## config.mk

```make
export PLATFORM = sky130hd
export DESIGN_NAME = fmiq_phase_stage
export DESIGN_NICKNAME = d
export VERILOG_FILES = /design/src/rtl/fmiq_pkg.sv /design/src/rtl/fmiq_phase_stage.sv
export SDC_FILE = /design/constraint.sdc
export NUM_CORES = 1
export LEC_CHECK = 0
export BUFFER_PORTS_ARGS = -buffer_cell sky130_fd_sc_hd__clkbuf_2
export CAP_MARGIN = 20
export CORE_UTILIZATION = 50
export DETAILED_ROUTE_END_ITERATION = 8
export PLACE_DENSITY = 0.78
export SLEW_MARGIN = 20
export SYNTH_ARGS = -nofsm -noshare
export SYNTH_HDL_FRONTEND = slang
export SYNTH_SLANG_ARGS = --single-unit
```

## constraint.sdc

```tcl
create_clock -name clk -period 7.15 [get_ports clk]
set_input_delay 1.0725 -clock clk [delete_from_list [all_inputs] [get_ports clk]]
set_output_delay 1.0725 -clock clk [all_outputs]
set_load 0.05 [all_outputs]
```

## src/rtl/fmiq_pkg.sv

```systemverilog
// fmiq_pkg: shared types and constants of the fm i/q modulator
// polynomial coefficients of the q30 sine approximation, cell payload structs
// no dependencies
package fmiq_pkg;

  localparam int unsigned Q_BITS = 31;
  localparam int unsigned HORNER_STEPS = 5;

  localparam logic [Q_BITS-1:0] Q30_ONE = 31'h4000_0000;

  localparam logic [Q_BITS-1:0] C1  = 31'd1686629713;
  localparam logic [Q_BITS-1:0] C3  = 31'd693598668;
  localparam logic [Q_BITS-1:0] C5  = 31'd85569306;
  localparam logic [Q_BITS-1:0] C7  = 31'd5026995;
  localparam logic [Q_BITS-1:0] C9  = 31'd172273;
  localparam logic [Q_BITS-1:0] C11 = 31'd3864;

  localparam logic [Q_BITS-1:0] HORNER_COEF [HORNER_STEPS] = '{C9, C7, C5, C3, C1};

  localparam int unsigned AMP_BITS = 15;
  localparam logic [AMP_BITS-1:0] AMP_RESET = 15'd16383;

  typedef enum logic [1:0] {
    QUAD_0 = 2'd0,
    QUAD_1 = 2'd1,
    QUAD_2 = 2'd2,
    QUAD_3 = 2'd3
  } fmiq_quad_t;

  typedef struct packed {
    fmiq_quad_t        quad;
    logic [Q_BITS-1:0] xs;
    logic [Q_BITS-1:0] xc;
  } fmiq_angle_t;

  typedef struct packed {
    fmiq_quad_t        quad;
    logic [Q_BITS-1:0] xs;
    logic [Q_BITS-1:0] xc;
    logic [Q_BITS-1:0] x2s;
    logic [Q_BITS-1:0] x2c;
    logic [Q_BITS-1:0] ys;
    logic [Q_BITS-1:0] yc;
  } fmiq_poly_t;

  typedef struct packed {
    logic              neg_i;
    logic              neg_q;
    logic [Q_BITS-1:0] si;
    logic [Q_BITS-1:0] sq;
  } fmiq_sine_t;

endpackage

```

## src/rtl/fmiq_phase_stage.sv

```systemverilog
// fmiq_phase_stage: binary-angle phase accumulator and quadrant split
// first cell of the chain, produces quadrant and both sine arguments
// depends on fmiq_pkg
module fmiq_phase_stage #(
  parameter int PHASE_WIDTH = 16
) (
  input  logic                     clk,
  input  logic                     rst,
  input  logic                     in_valid,
  output logic                     in_ready,
  input  logic signed [15:0]       phase_step,
  output logic                     out_valid,
  input  logic                     out_ready,
  output fmiq_pkg::fmiq_angle_t    out_data
);

  logic [PHASE_WIDTH-1:0] acc;
  logic [PHASE_WIDTH-1:0] acc_next;
  logic [31:0]            step_ext;
  logic [31:0]            turn;
  logic                   take;

  assign in_ready = !out_valid || out_ready;
  assign take     = in_valid && in_ready;

  always_comb begin
    step_ext = 32'(phase_step);
    acc_next = acc + step_ext[PHASE_WIDTH-1:0];
    turn     = 32'(acc_next) << (32 - PHASE_WIDTH);
  end

  always_ff @(posedge clk) begin
    if (rst) begin
      acc       <= '0;
      out_valid <= 1'b0;
    end else begin
      if (take) begin
        acc <= acc_next;
      end
      if (in_ready) begin
        out_valid <= in_valid;
      end
    end
  end

  always_ff @(posedge clk) begin
    if (take) begin
      out_data.quad <= fmiq_pkg::fmiq_quad_t'(turn[31:30]);
      out_data.xs   <= {1'b0, turn[29:0]};
      out_data.xc   <= fmiq_pkg::Q30_ONE - {1'b0, turn[29:0]};
    end
  end

endmodule

```

; Yosys cells after proc, flatten, opt, wreduce, memory -nomap -nowiden
; Cells that the tools add are included.
[word_totals]
word_cells = 10
register_bits = 64
memories = 0
latchBits = 0
ram_bits = 0
in_bits = 20
rom_bits = 0
output_inout_bits = 66
[classes]
eq_ne = 0
shift = 0
n_mux = 0
n_div = 0
n_addsub = 2
n_mul = 0
reduce_logical = 3
n_bitwise = 0
n_lt_le_gt_ge = 0
[op_table]
columns = operator, n
row1 = $sub 31x30->31 const A, 1
row2 = $add 16x16->16, 1
row3 = $logic_and 1x1->1, 1
row4 = $logic_not 1->1, 1
row5 = $logic_or 1x1->1, 1

; Longest topological paths before layout
; Gate-level depths: netlist of run 1.
[depth]
word_depth = 3
ltp_mapped = 9
ltp_nobuf = 9

; Least setup slack after synthesis of run 1
; No wires, ideal clock.
[synth_path]
path_kind = input -> register
startpoint = input port phase_step[6]
endpoint = register acc[15]
slack_ps = 3547
required_ps = 7016
path_buffers = 1
path_stages = 9
arrival_time_ps = 3469
path_cell_list = ha_1 > buf_2 > a21o_1 > and3_1 > o41ai_1 > a21oi_1 > o22ai_2 > mux2_2 > or4_1
[synth_via]
elab_chain_cells = 1
[synth_lines]
columns = item, line
row1 = "start, declared", fmiq_phase_stage.sv:11  ; input logic signed [15:0] phase_step,
row2 = $add 16x16->16, fmiq_phase_stage.sv:28  ; acc_next = acc + step_ext[PHASE_WIDTH-1:0];
row3 = "end signal, assigned", fmiq_phase_stage.sv:38  ; acc <= acc_next;
row4 = "end, declared", fmiq_phase_stage.sv:17  ; logic [PHASE_WIDTH-1:0] acc;
; No other way between the ends.
; A chain may end at the register's enable or synchronous reset.

; Worst setup path in the final report of run 1
; Same ends and word-level chain as after synthesis.

==> results by group, run 1 <==
Finish
  • Net count, final: 353
  • ANT cells: 0
  • Fraction of layout cells with a size suffix above 1: 0.227
  • Area grow syn2layout: 11.0%

Placement
  • Routability cong.: slightly below 0.8
  • Buffers added on ports: 52
  • Detail Placement HPWL: approximately 3500 um

Drt
  • WL met2: 2170 um
  • Initial DRC count: 74
  • M1 wire length: 2190 um
  • TritonRoute pass-1 iters: 4
  • Routed wl met3: 260 um
  • # DRC: 0
  • DRT Wirelength: 4700 um
  • Antenna viol nets, final: 0
  • Top Metal Used: met4
  • WL/cell: 12.1 um
  • Vias per inst: 5.03
  • Via count: 1948

CTS
  • Post-CTS Hold Buffers: 0
  • CTS tree: yes
  • Clk_lat worst skew: 0.30 ns
  • CTS buffer count: 5
  • Sink Count: 47
  • PostCTS Resize Cnt: 0
  • Clock root buffer: clkbuf_8
  • Post-CTS setup buffers: 0
  • H-tree depth: 2
  • Worst-path clk slew: 0.09 ns
  • Clock tree buffer depth: 2

Power and ir drop
  • Power density cells: 297 nW/um^2
  • Maximum vdd ir drop: 117 uV
  • Static Leak: 1.38 nW

Global routing
  • GRT Util Overall: 0.167
  • Overflow after GRT: 0
  • Initial antenna violation count: 0
  • First-pass GRT wire length: 7780 um
  • Vias in the first global route: 1726
  • Largest net degree at the start of global routing: 44

Run
  • Max-cap violations: 0

STA
  • Post-layout minimum cycle time: 3.56 ns
  • Final-report setup violation count: 0
  • Crit share post-route: 0.498
  • RSZ-0062 raised after global routing: false
  • Clock Skew: 0.00617 ns
  • Max Clk Rate: 281 MHz
  • Setup_tns: 0 ns
  • Worst slew pin tran: 0.681 ns
  • Hold slack: 0.465 ns
  • Final hold vios: 0
  • Max Slew Vio Count: 0
  • Worst rel slew slack: 0.544

Setup path
  • CP Max Fanout: 8
  • Critical-path cell list: clkbuf_2 -> ha_1 -> a21o_1 -> and3_1 -> o41ai_1 -> a21oi_1 -> o22ai_2 -> mux2_2 -> or4_1
  • Slowest CP cell: or4_1
  • Crit path required time: approximately 7.3 ns
  • Critical Path AT: 3.74 ns
  • Startpoint types: primary input
  • Critical Setup Path Class: primary input to flip-flop
  • Crit-path max cell delay: 0.49 ns
  • Worst setup EP type: flip-flop

Floorplan
  • Core area: 5240 um^2
  • Die area: 5840 um^2
  • Boundary pin count: 86
  • Row cnt: 26
  • Die Y-Extent: 76.5 um
  • Chip width: 76.5 um
  • Starting Density: 0.529

Status
  • Status: finished clean

Hold path
  • Worst hold-check path type: flip-flop to flip-flop

Synth
  • Top FF cell, synth: edfxtp_1
  • Yosys reg bits: 47
  • Post-synthesis sequential area ratio: 0.448
  • Post-synthesis cell type count: 51
  • Syn Area/Cell: 10.5 um^2
  • Cells after synthesis: 265
  • EDFF count, synth: 30
  • Ys Warns: 0
  • Synthesized cell area: 2770 um^2
  • Async SR Flop Fraction: 0
[cells in the final DEF, fill, tap and decap left out, types with 2 or more instances in the layout]
master     synthesis  final
nand4_1            2      2
and2_1             2      2
nand2b_1           2      2
o31a_1             2      2
or3_1              4      4
a21o_1             8      8
a211oi_1           3      3
nor3_1             6      6
a21oi_1           17     17
and3_1             2      2
edfxtp_1          30     30
nor2_1            17     17
xor2_1             6      6
nand3_1            3      3
nor3_2             2      2
conb_1             1     33
inv_1              7      7
clkbuf_2           0     52
nand2_1           24     24
clkbuf_8           0      5
xnor2_1           17     17
nor3b_1            2      2
o21a_1             4      4
o21ai_0            4      4
o2111ai_1          2      2
dfxtp_1           17     17
o211ai_1           2      2
ha_1              16     16
[registers in the layout, summed over array words and instances, names as in the netlist]
register / flops
out_valid: 1
out_data: 30
acc: 16
[path summary, 6_finish.rpt]
path                       from  endpoint  slack [ns]  cells past startpoint
setup / recovery  phase_step[6]   acc[15]        3.59                      9
hold / removal          acc[13]   acc[13]        0.47                      2
setup reg to reg         acc[6]   acc[15]        4.14                      8
hold reg to reg         acc[13]   acc[13]        0.47                      2
[power by group]
part,switching (mW),total [mW],internal [mW]
Sequential,0.0136,0.357,0.344
Clock,0.0878,0.192,0.104
Combinational,0.267,0.364,0.0976
[worst max-delay path: cells and delay by family]
kind,cells,cell delay [ns]
buffers and inverters,1,0.08
adders and majority gates,1,0.39
muxes,1,0.36
and+or+nand+nor,2,0.69
AOI/OAI and AO/OA,4,1.14
[cell families (layout without fill, tap and decap cells)]
family                   count (synthesis)  count (layout)  synth area share
XOR/XNOR                                23              23            0.0727
AO/OA/AOI/OAI                           50              50             0.128
multiplexers                             1               1           0.00406
flip-flops                              47              47             0.448
other                                    1              33           0.00135
AND/OR/NAND/NOR                         77              77             0.153
buffers and inverters                   49              69             0.113
adder cells (fa/ha/maj)                 17              17            0.0795
[through the flow]
step                      cells  utilization  power [mW]  setup WS (ns)  instance area [um^2]
after floorplan             297            -       0.677           3.55                  2890
after global placement      379        0.566       0.719           3.37                  2960
after detailed placement    379        0.566       0.728           3.30                  2960
after CTS                   387        0.587       0.919           3.61                  3080
after global routing        387        0.587       0.961           3.41                  3080
final                       387        0.587       0.913           3.59                  3080
[cell usage after synthesis (5+ instances only)]
library cell	count	area (um^2)
nand2_1	24	90.1
nor2_1	17	63.8
xor2_1	6	52.6
dfxtp_1	17	340
ha_1	16	200
edfxtp_1	30	901
a21oi_1	17	85.1
buf_4	34	255
nor3_1	6	30.0
a21o_1	8	60.1
inv_1	7	26.3
clkbuf_1	5	18.8
xnor2_1	17	149
[layer usage]
metal	global-route usage	vias up
met5	0	-
met4	0.0712	0
met3	0.0383	6
met2	0.275	76
met1	0.209	876
li1	-	990
[area by class of cell]
class / instances / area [um^2]
repair buffers: 53 / 268
fillers: 441 / 2160
clock inverters: 3 / 43.8
multi-input cells: 201 / 1340
clock buffers: 5 / 68.8
well taps: 70 / 87.6
inverters: 8 / 30.0
flip-flops and latches: 47 / 1240
(Power assumes the default switching activity.)
==> inputs of run 2 (changes only) <==
--- a/config.mk
+++ b/config.mk
@@ -7,9 +7,9 @@
 export LEC_CHECK = 0
 export BUFFER_PORTS_ARGS = -buffer_cell sky130_fd_sc_hd__clkbuf_2
 export CAP_MARGIN = 20
-export CORE_UTILIZATION = 50
+export CORE_UTILIZATION = 46
 export DETAILED_ROUTE_END_ITERATION = 8
-export PLACE_DENSITY = 0.78
+export PLACE_DENSITY = 0.76
 export SLEW_MARGIN = 20
 export SYNTH_ARGS = -nofsm -noshare
 export SYNTH_HDL_FRONTEND = slang
==> constraint.sdc (replaced) <==
create_clock -name clk -period 3.1 [get_ports clk]
set_input_delay 0.465 -clock clk [delete_from_list [all_inputs] [get_ports clk]]
set_output_delay 0.465 -clock clk [all_outputs]
set_load 0.05 [all_outputs]
==> results by group, run 2 (synthesis results as in run 1) <==
Power and ir drop
  • Clock power frac: 0.234
  • Combinational fraction of design power: 0.401
  • Internal power: 1.38 mW
  • Static Leak: around 1.5 nW
  • Flop pwr share: 0.365
  • Net Sw Power: about 0.88 mW
  • Power density cells: 706 nW/um^2
  • Net switching fraction of the power: 0.388
  • Maximum vdd ir drop: 343 uV

Finish
  • Core Util, Final: 0.568
  • Largest register by flop count: out_data
  • Commonest non-fill, non-tap cell in the layout: clkbuf_2
  • Filler cells: 496
  • Commonest non-fill, non-tap cells in the layout: clkbuf_2 (52), conb_1 (33), edfxtp_1 (30), nand2_1 (24)
  • Max reg flops: 30
  • Area grow syn2layout: 15.6%
  • Largest registers: out_data (30), acc (16), out_valid (1)
  • Non-Filler Instances: 403
  • Net count, final: about 370
  • ANT cells: 0
  • Fraction of layout cells with a size suffix above 1: 0.257

STA
  • RSZ-0062 raised after global routing: false
  • Max Slew Vio Count: 0
  • Worst slew pin tran: 0.605 ns
  • Crit share post-route: 0.935
  • Final hold vios: 0
  • Post-layout minimum cycle time: about 2.9 ns
  • Clock Skew: 0.00531 ns
  • Worst setup margin: approximately 0.2 ns
  • Worst rel slew slack: 0.594
  • Final-report setup violation count: 0
  • Max Clk Rate: 345 MHz

Setup path
  • Bufs and invs on worst path: 0
  • Critical Path AT: 2.93 ns
  • Crit-path max cell delay: 0.48 ns
  • Critical-path cell list: ha_1 -> fa_1 -> a21o_1 -> a21oi_1 -> xnor2_1 -> or3_1 -> or4_4 -> nor3_2 -> xnor2_1
  • Cells on worst reg2reg path: 9
  • Slowest CP cell: or4_4
  • Reg-to-reg startpoint: acc[0]
  • Worst setup EP type: flip-flop
  • Reg-to-reg endpoint: out_data[28]
  • CP Max Fanout: 5
  • Most numerous cell on the critical path: xnor2_1
  • Crit path max-delay family: simple AND/OR/NAND/NOR gates
  • Critical Setup Path Class: flip-flop to flip-flop
  • Startpoint types: flip-flop
  • Crit path required time: 3.13 ns
  • R2R setup slack: 0.20 ns

Hold path
  • Sink of the worst hold path: out_valid
  • Hold path depth: 3
  • Worst Hold Launch: in_valid
  • Worst hold-check path type: primary input to flip-flop

CTS
  • Worst-path clk slew: 0.09 ns
  • CTS buffer count: 5
  • Post-CTS Hold Buffers: 0
  • Clock root buffer: clkbuf_8
  • H-tree depth: 2
  • Clk_lat worst skew: about 0.3 ns
  • Post-CTS setup buffers: 0
  • Clock tree buffer depth: 2
  • PostCTS Resize Cnt: 0
  • Sink Count: 47
  • CTS tree: yes

Floorplan
  • Row cnt: 27
  • Die Y-Extent: 79.6 um
  • Core area: about 5600 um^2
  • Die area: 6340 um^2
  • Starting Density: 0.491
  • Boundary pin count: 86
  • Chip width: approximately 80 um

Placement
  • Detail Placement HPWL: 3830 um
  • Routability cong.: 0.843
  • Setup WS pre-CTS: -0.0293 ns
  • Buffers added on ports: 52
  • Placed cells: 395

Run
  • Max-cap violations: 0

Drt
  • TritonRoute pass-1 iters: 4
  • Via count: 2033
  • # DRC: 0
  • Vias per inst: 5.04
  • WL/cell: ~13 um
  • DRT Wirelength: 5230 um
  • Initial DRC count: between 80 and 90
  • Antenna viol nets, final: 0

Global routing
  • Initial antenna violation count: 0
  • Overflow after GRT: 0
  • Largest net degree at the start of global routing: 43
  • First-pass GRT wire length: about 8500 um
  • GRT Util Overall: 0.171
  • Vias in the first global route: 1879

Status
  • Status: finished clean
==> run 2: cell count changes in the layout (fill, tap and decap cells not counted), sizes merged <==
cell	before	now
buf	1	15
bufinv	1	2
clkbuf	57	58
clkinv	3	1
==> run 2: worst max path at each step <==
stage                  startpoint           end  slack, ns  depth (start not counted)
CTS                        acc[0]  out_data[28]       0.19                          9
global placement    phase_step[0]  out_data[30]       0.06                         10
detailed placement  phase_step[0]  out_data[28]      -0.03                         10
finish                     acc[0]  out_data[28]       0.20                          9
global route               acc[0]  out_data[29]       0.05                          9
floorplan           phase_step[6]       acc[15]       0.10                          9
==> run 2: layer usage <==
layer / part of all wire / track usage / vias up / wire length (um)
met5: 0 / 0 / - / 0
met4: 0.014 / 0.0673 / 0 / 72
met3: 0.058 / 0.0229 / 8 / 305
met2: 0.49 / 0.293 / 87 / 2570
met1: 0.44 / 0.218 / 925 / 2280
li1: - / - / 1013 / -
==> run 2: through the flow <==
step	hold slack (ns)	total power, mW	setup TNS, ns	cell area [um^2]
detailed placement	0.453	1.74	-0.0333	3070
finish	0.384	2.26	0	3200
global placement	0.447	1.71	0	3070
floorplan	0.440	1.56	0	2890
global route	0.409	2.36	0	3200
CTS	0.387	2.26	0	3200
==> run 2: cell type report <==
type	count	area [um^2]	share of cell area
Multi-Input combinational cell	201	1340	0.417
Tap cell	72	90.1	0.0281
Clock buffer	6	72.6	0.0227
Inverter	8	30.0	0.00938
Sequential cell	47	1240	0.388
Clock inverter	2	60.1	0.0188
Timing Repair Buffer	67	373	0.116
==> run 2: worst register-to-register path, cell delays in order (launching register included) <==
cell     delay, ns
dfxtp_1       0.32
ha_1          0.20
fa_1          0.41
a21o_1        0.22
a21oi_1       0.18
xnor2_1       0.16
or3_1         0.42
or4_4         0.48
nor3_2        0.15
xnor2_1       0.09
==> run 2: power by group through the flow <==
stage	logic (mW)	registers [mW]	clock network (mW)
2_1_floorplan	0.486	1.08	0
3_3_place_gp	0.878	0.836	0
3_5_place_dp	0.899	0.841	0
4_1_cts	0.906	0.826	0.532
5_1_grt	0.971	0.835	0.555
6_report	0.906	0.825	0.530
==> inputs of run 3 (changes only) <==
--- a/config.mk
+++ b/config.mk
@@ -7,6 +7,7 @@
 export LEC_CHECK = 0
 export BUFFER_PORTS_ARGS = -buffer_cell sky130_fd_sc_hd__clkbuf_2
 export CAP_MARGIN = 20
+export CORE_MARGIN = 3
 export CORE_UTILIZATION = 46
 export DETAILED_ROUTE_END_ITERATION = 8
 export PLACE_DENSITY = 0.76
==> results by group, run 3 (synthesis results as in run 1) <==
Power and ir drop
  • Net switching fraction of the power: 0.412
  • Flop pwr share: 0.397
  • Static Leak: about 1.4 nW
  • Clock power frac: 0.171
  • Net Sw Power: around 0.85 mW
  • Maximum vdd ir drop: 347 uV
  • Combinational fraction of design power: 0.432
  • Internal power: ~1.2 mW
  • Power density cells: about 660 nW/um^2

Floorplan
  • Die area: about 7000 um^2
  • Starting Density: 0.488
  • Row cnt: 27
  • Chip width: 83.6 um
  • Core area: around 5700 um^2
  • Boundary pin count: 86
  • Die Y-Extent: 83.6 um

Placement
  • Setup WS pre-CTS: -0.00260 ns
  • Detail Placement HPWL: about 3900 um
  • Routability cong.: 0.811
  • Buffers added on ports: 52
  • Placed cells: slightly below 400
  • Dpl cell area: 3070 um^2

Finish
  • Net count, final: 367
  • Max reg flops: 30
  • Design area: 3160 um^2
  • Commonest non-fill, non-tap cell in the layout: clkbuf_2
  • Largest registers: out_data (30), acc (16), out_valid (1)
  • Non-Filler Instances: 403
  • Area grow syn2layout: 14.0%
  • ANT cells: 0
  • Commonest non-fill, non-tap cells in the layout: clkbuf_2 (52), conb_1 (33), edfxtp_1 (30), nand2_1 (24)
  • Filler cells: 510
  • Core Util, Final: 0.557
  • Largest register by flop count: out_data
  • Fraction of layout cells with a size suffix above 1: 0.257

Drt
  • Vias per inst: 4.93
  • # DRC: 0
  • DRT Wirelength: between 4000 and 5000 um
  • TritonRoute pass-1 iters: 4
  • Antenna viol nets, final: 0
  • Via count: 1988
  • WL/cell: 12.3 um
  • Initial DRC count: 64

Global routing
  • Largest net degree at the start of global routing: 43
  • First-pass GRT wire length: about 8400 um
  • Overflow after GRT: 0
  • GRT Util Overall: 0.144
  • Initial antenna violation count: 0
  • Vias in the first global route: 1884

STA
  • Final hold vios: 0
  • Clock Skew: 0.00310 ns
  • Crit share post-route: 0.920
  • RSZ-0062 raised after global routing: false
  • Max Slew Vio Count: 0
  • Max Clk Rate: 351 MHz
  • Worst rel slew slack: 0.586
  • Worst setup margin: 0.247 ns
  • Hold slack: 0.407 ns
  • Post-layout minimum cycle time: about 2.9 ns
  • Final-report setup violation count: 0
  • Worst slew pin tran: roughly 0.62 ns

Status
  • Status: finished clean

Setup path
  • Crit path required time: 3.23 ns
  • Crit-path max cell delay: between 0.4 and 0.5 ns
  • Critical Path AT: 2.99 ns
  • Crit path max-delay family: compound AO/OA/AOI/OAI gates
  • Startpoint types: flip-flop
  • Critical Setup Path Class: flip-flop to flip-flop
  • Worst setup EP type: flip-flop
  • Slowest CP cell: fa_1
  • Bufs and invs on worst path: 0
  • Critical-path cell list: ha_1 -> fa_1 -> a21o_1 -> a221oi_2 -> o21ai_1 -> o31a_1 -> xor2_1 -> or3_1 -> nor3_1
  • CP Max Fanout: 5

CTS
  • Clock tree buffer depth: 2
  • H-tree depth: 2
  • Post-CTS Hold Buffers: 0
  • Clk_lat worst skew: around 0.29 ns
  • Sink Count: 47
  • PostCTS Resize Cnt: 0
  • Post-CTS setup buffers: 0
  • CTS tree: yes
  • CTS buffer count: 5
  • Worst-path clk slew: 0.08 ns
  • Clock root buffer: clkbuf_8

Hold path
  • Worst hold-check path type: primary input to flip-flop

Run
  • Max-cap violations: 0
## run 3: final timing paths
kind             from           end  slack (ns)  cells after the start
max            acc[0]  out_data[30]        0.25                      9
min          in_valid     out_valid        0.41                      3
max reg2reg    acc[0]  out_data[30]        0.25                      9
min reg2reg   acc[11]       acc[11]        0.46                      2
## run 3: final cells by class
type / instances / area, um^2 / share of cell area
flip-flops and latches: 47 / 1240 / 0.393
clock inverters: 3 / 20.0 / 0.00634
well taps: 72 / 90.1 / 0.0285
repair buffers: 67 / 373 / 0.118
inverters: 8 / 30.0 / 0.00950
multi-input cells: 201 / 1340 / 0.423
clock buffers: 5 / 68.8 / 0.0218
## run 3: metal layers
layer	share of wire	global-route usage
met5	0	0
met4	0.0092	0.0526
met3	0.080	0.0286
met2	0.48	0.244
met1	0.43	0.181
## run 3: tightest hold or removal path, delay by kind of cell
family | cells | cell delay (ns)
buffers and inverters | 2 | 0.13
AOI/OAI and AO/OA | 1 | 0.05
## run 3: per-stage QoR
step                      power (mW)  TNS (ns)
after floorplan                 1.56         0
after global placement          1.72         0
after detailed placement        1.74  -0.00260
after CTS                       2.09         0
after global routing            2.20         0
final                           2.07         0
## run 3: power groups by stage
stage	Clock, mW	Combinational [mW]	Sequential [mW]
floorplan	0	0.486	1.08
global placement	0	0.880	0.836
detailed placement	0	0.896	0.840
CTS	0.370	0.899	0.825
global route	0.396	0.964	0.836
finish	0.354	0.895	0.824
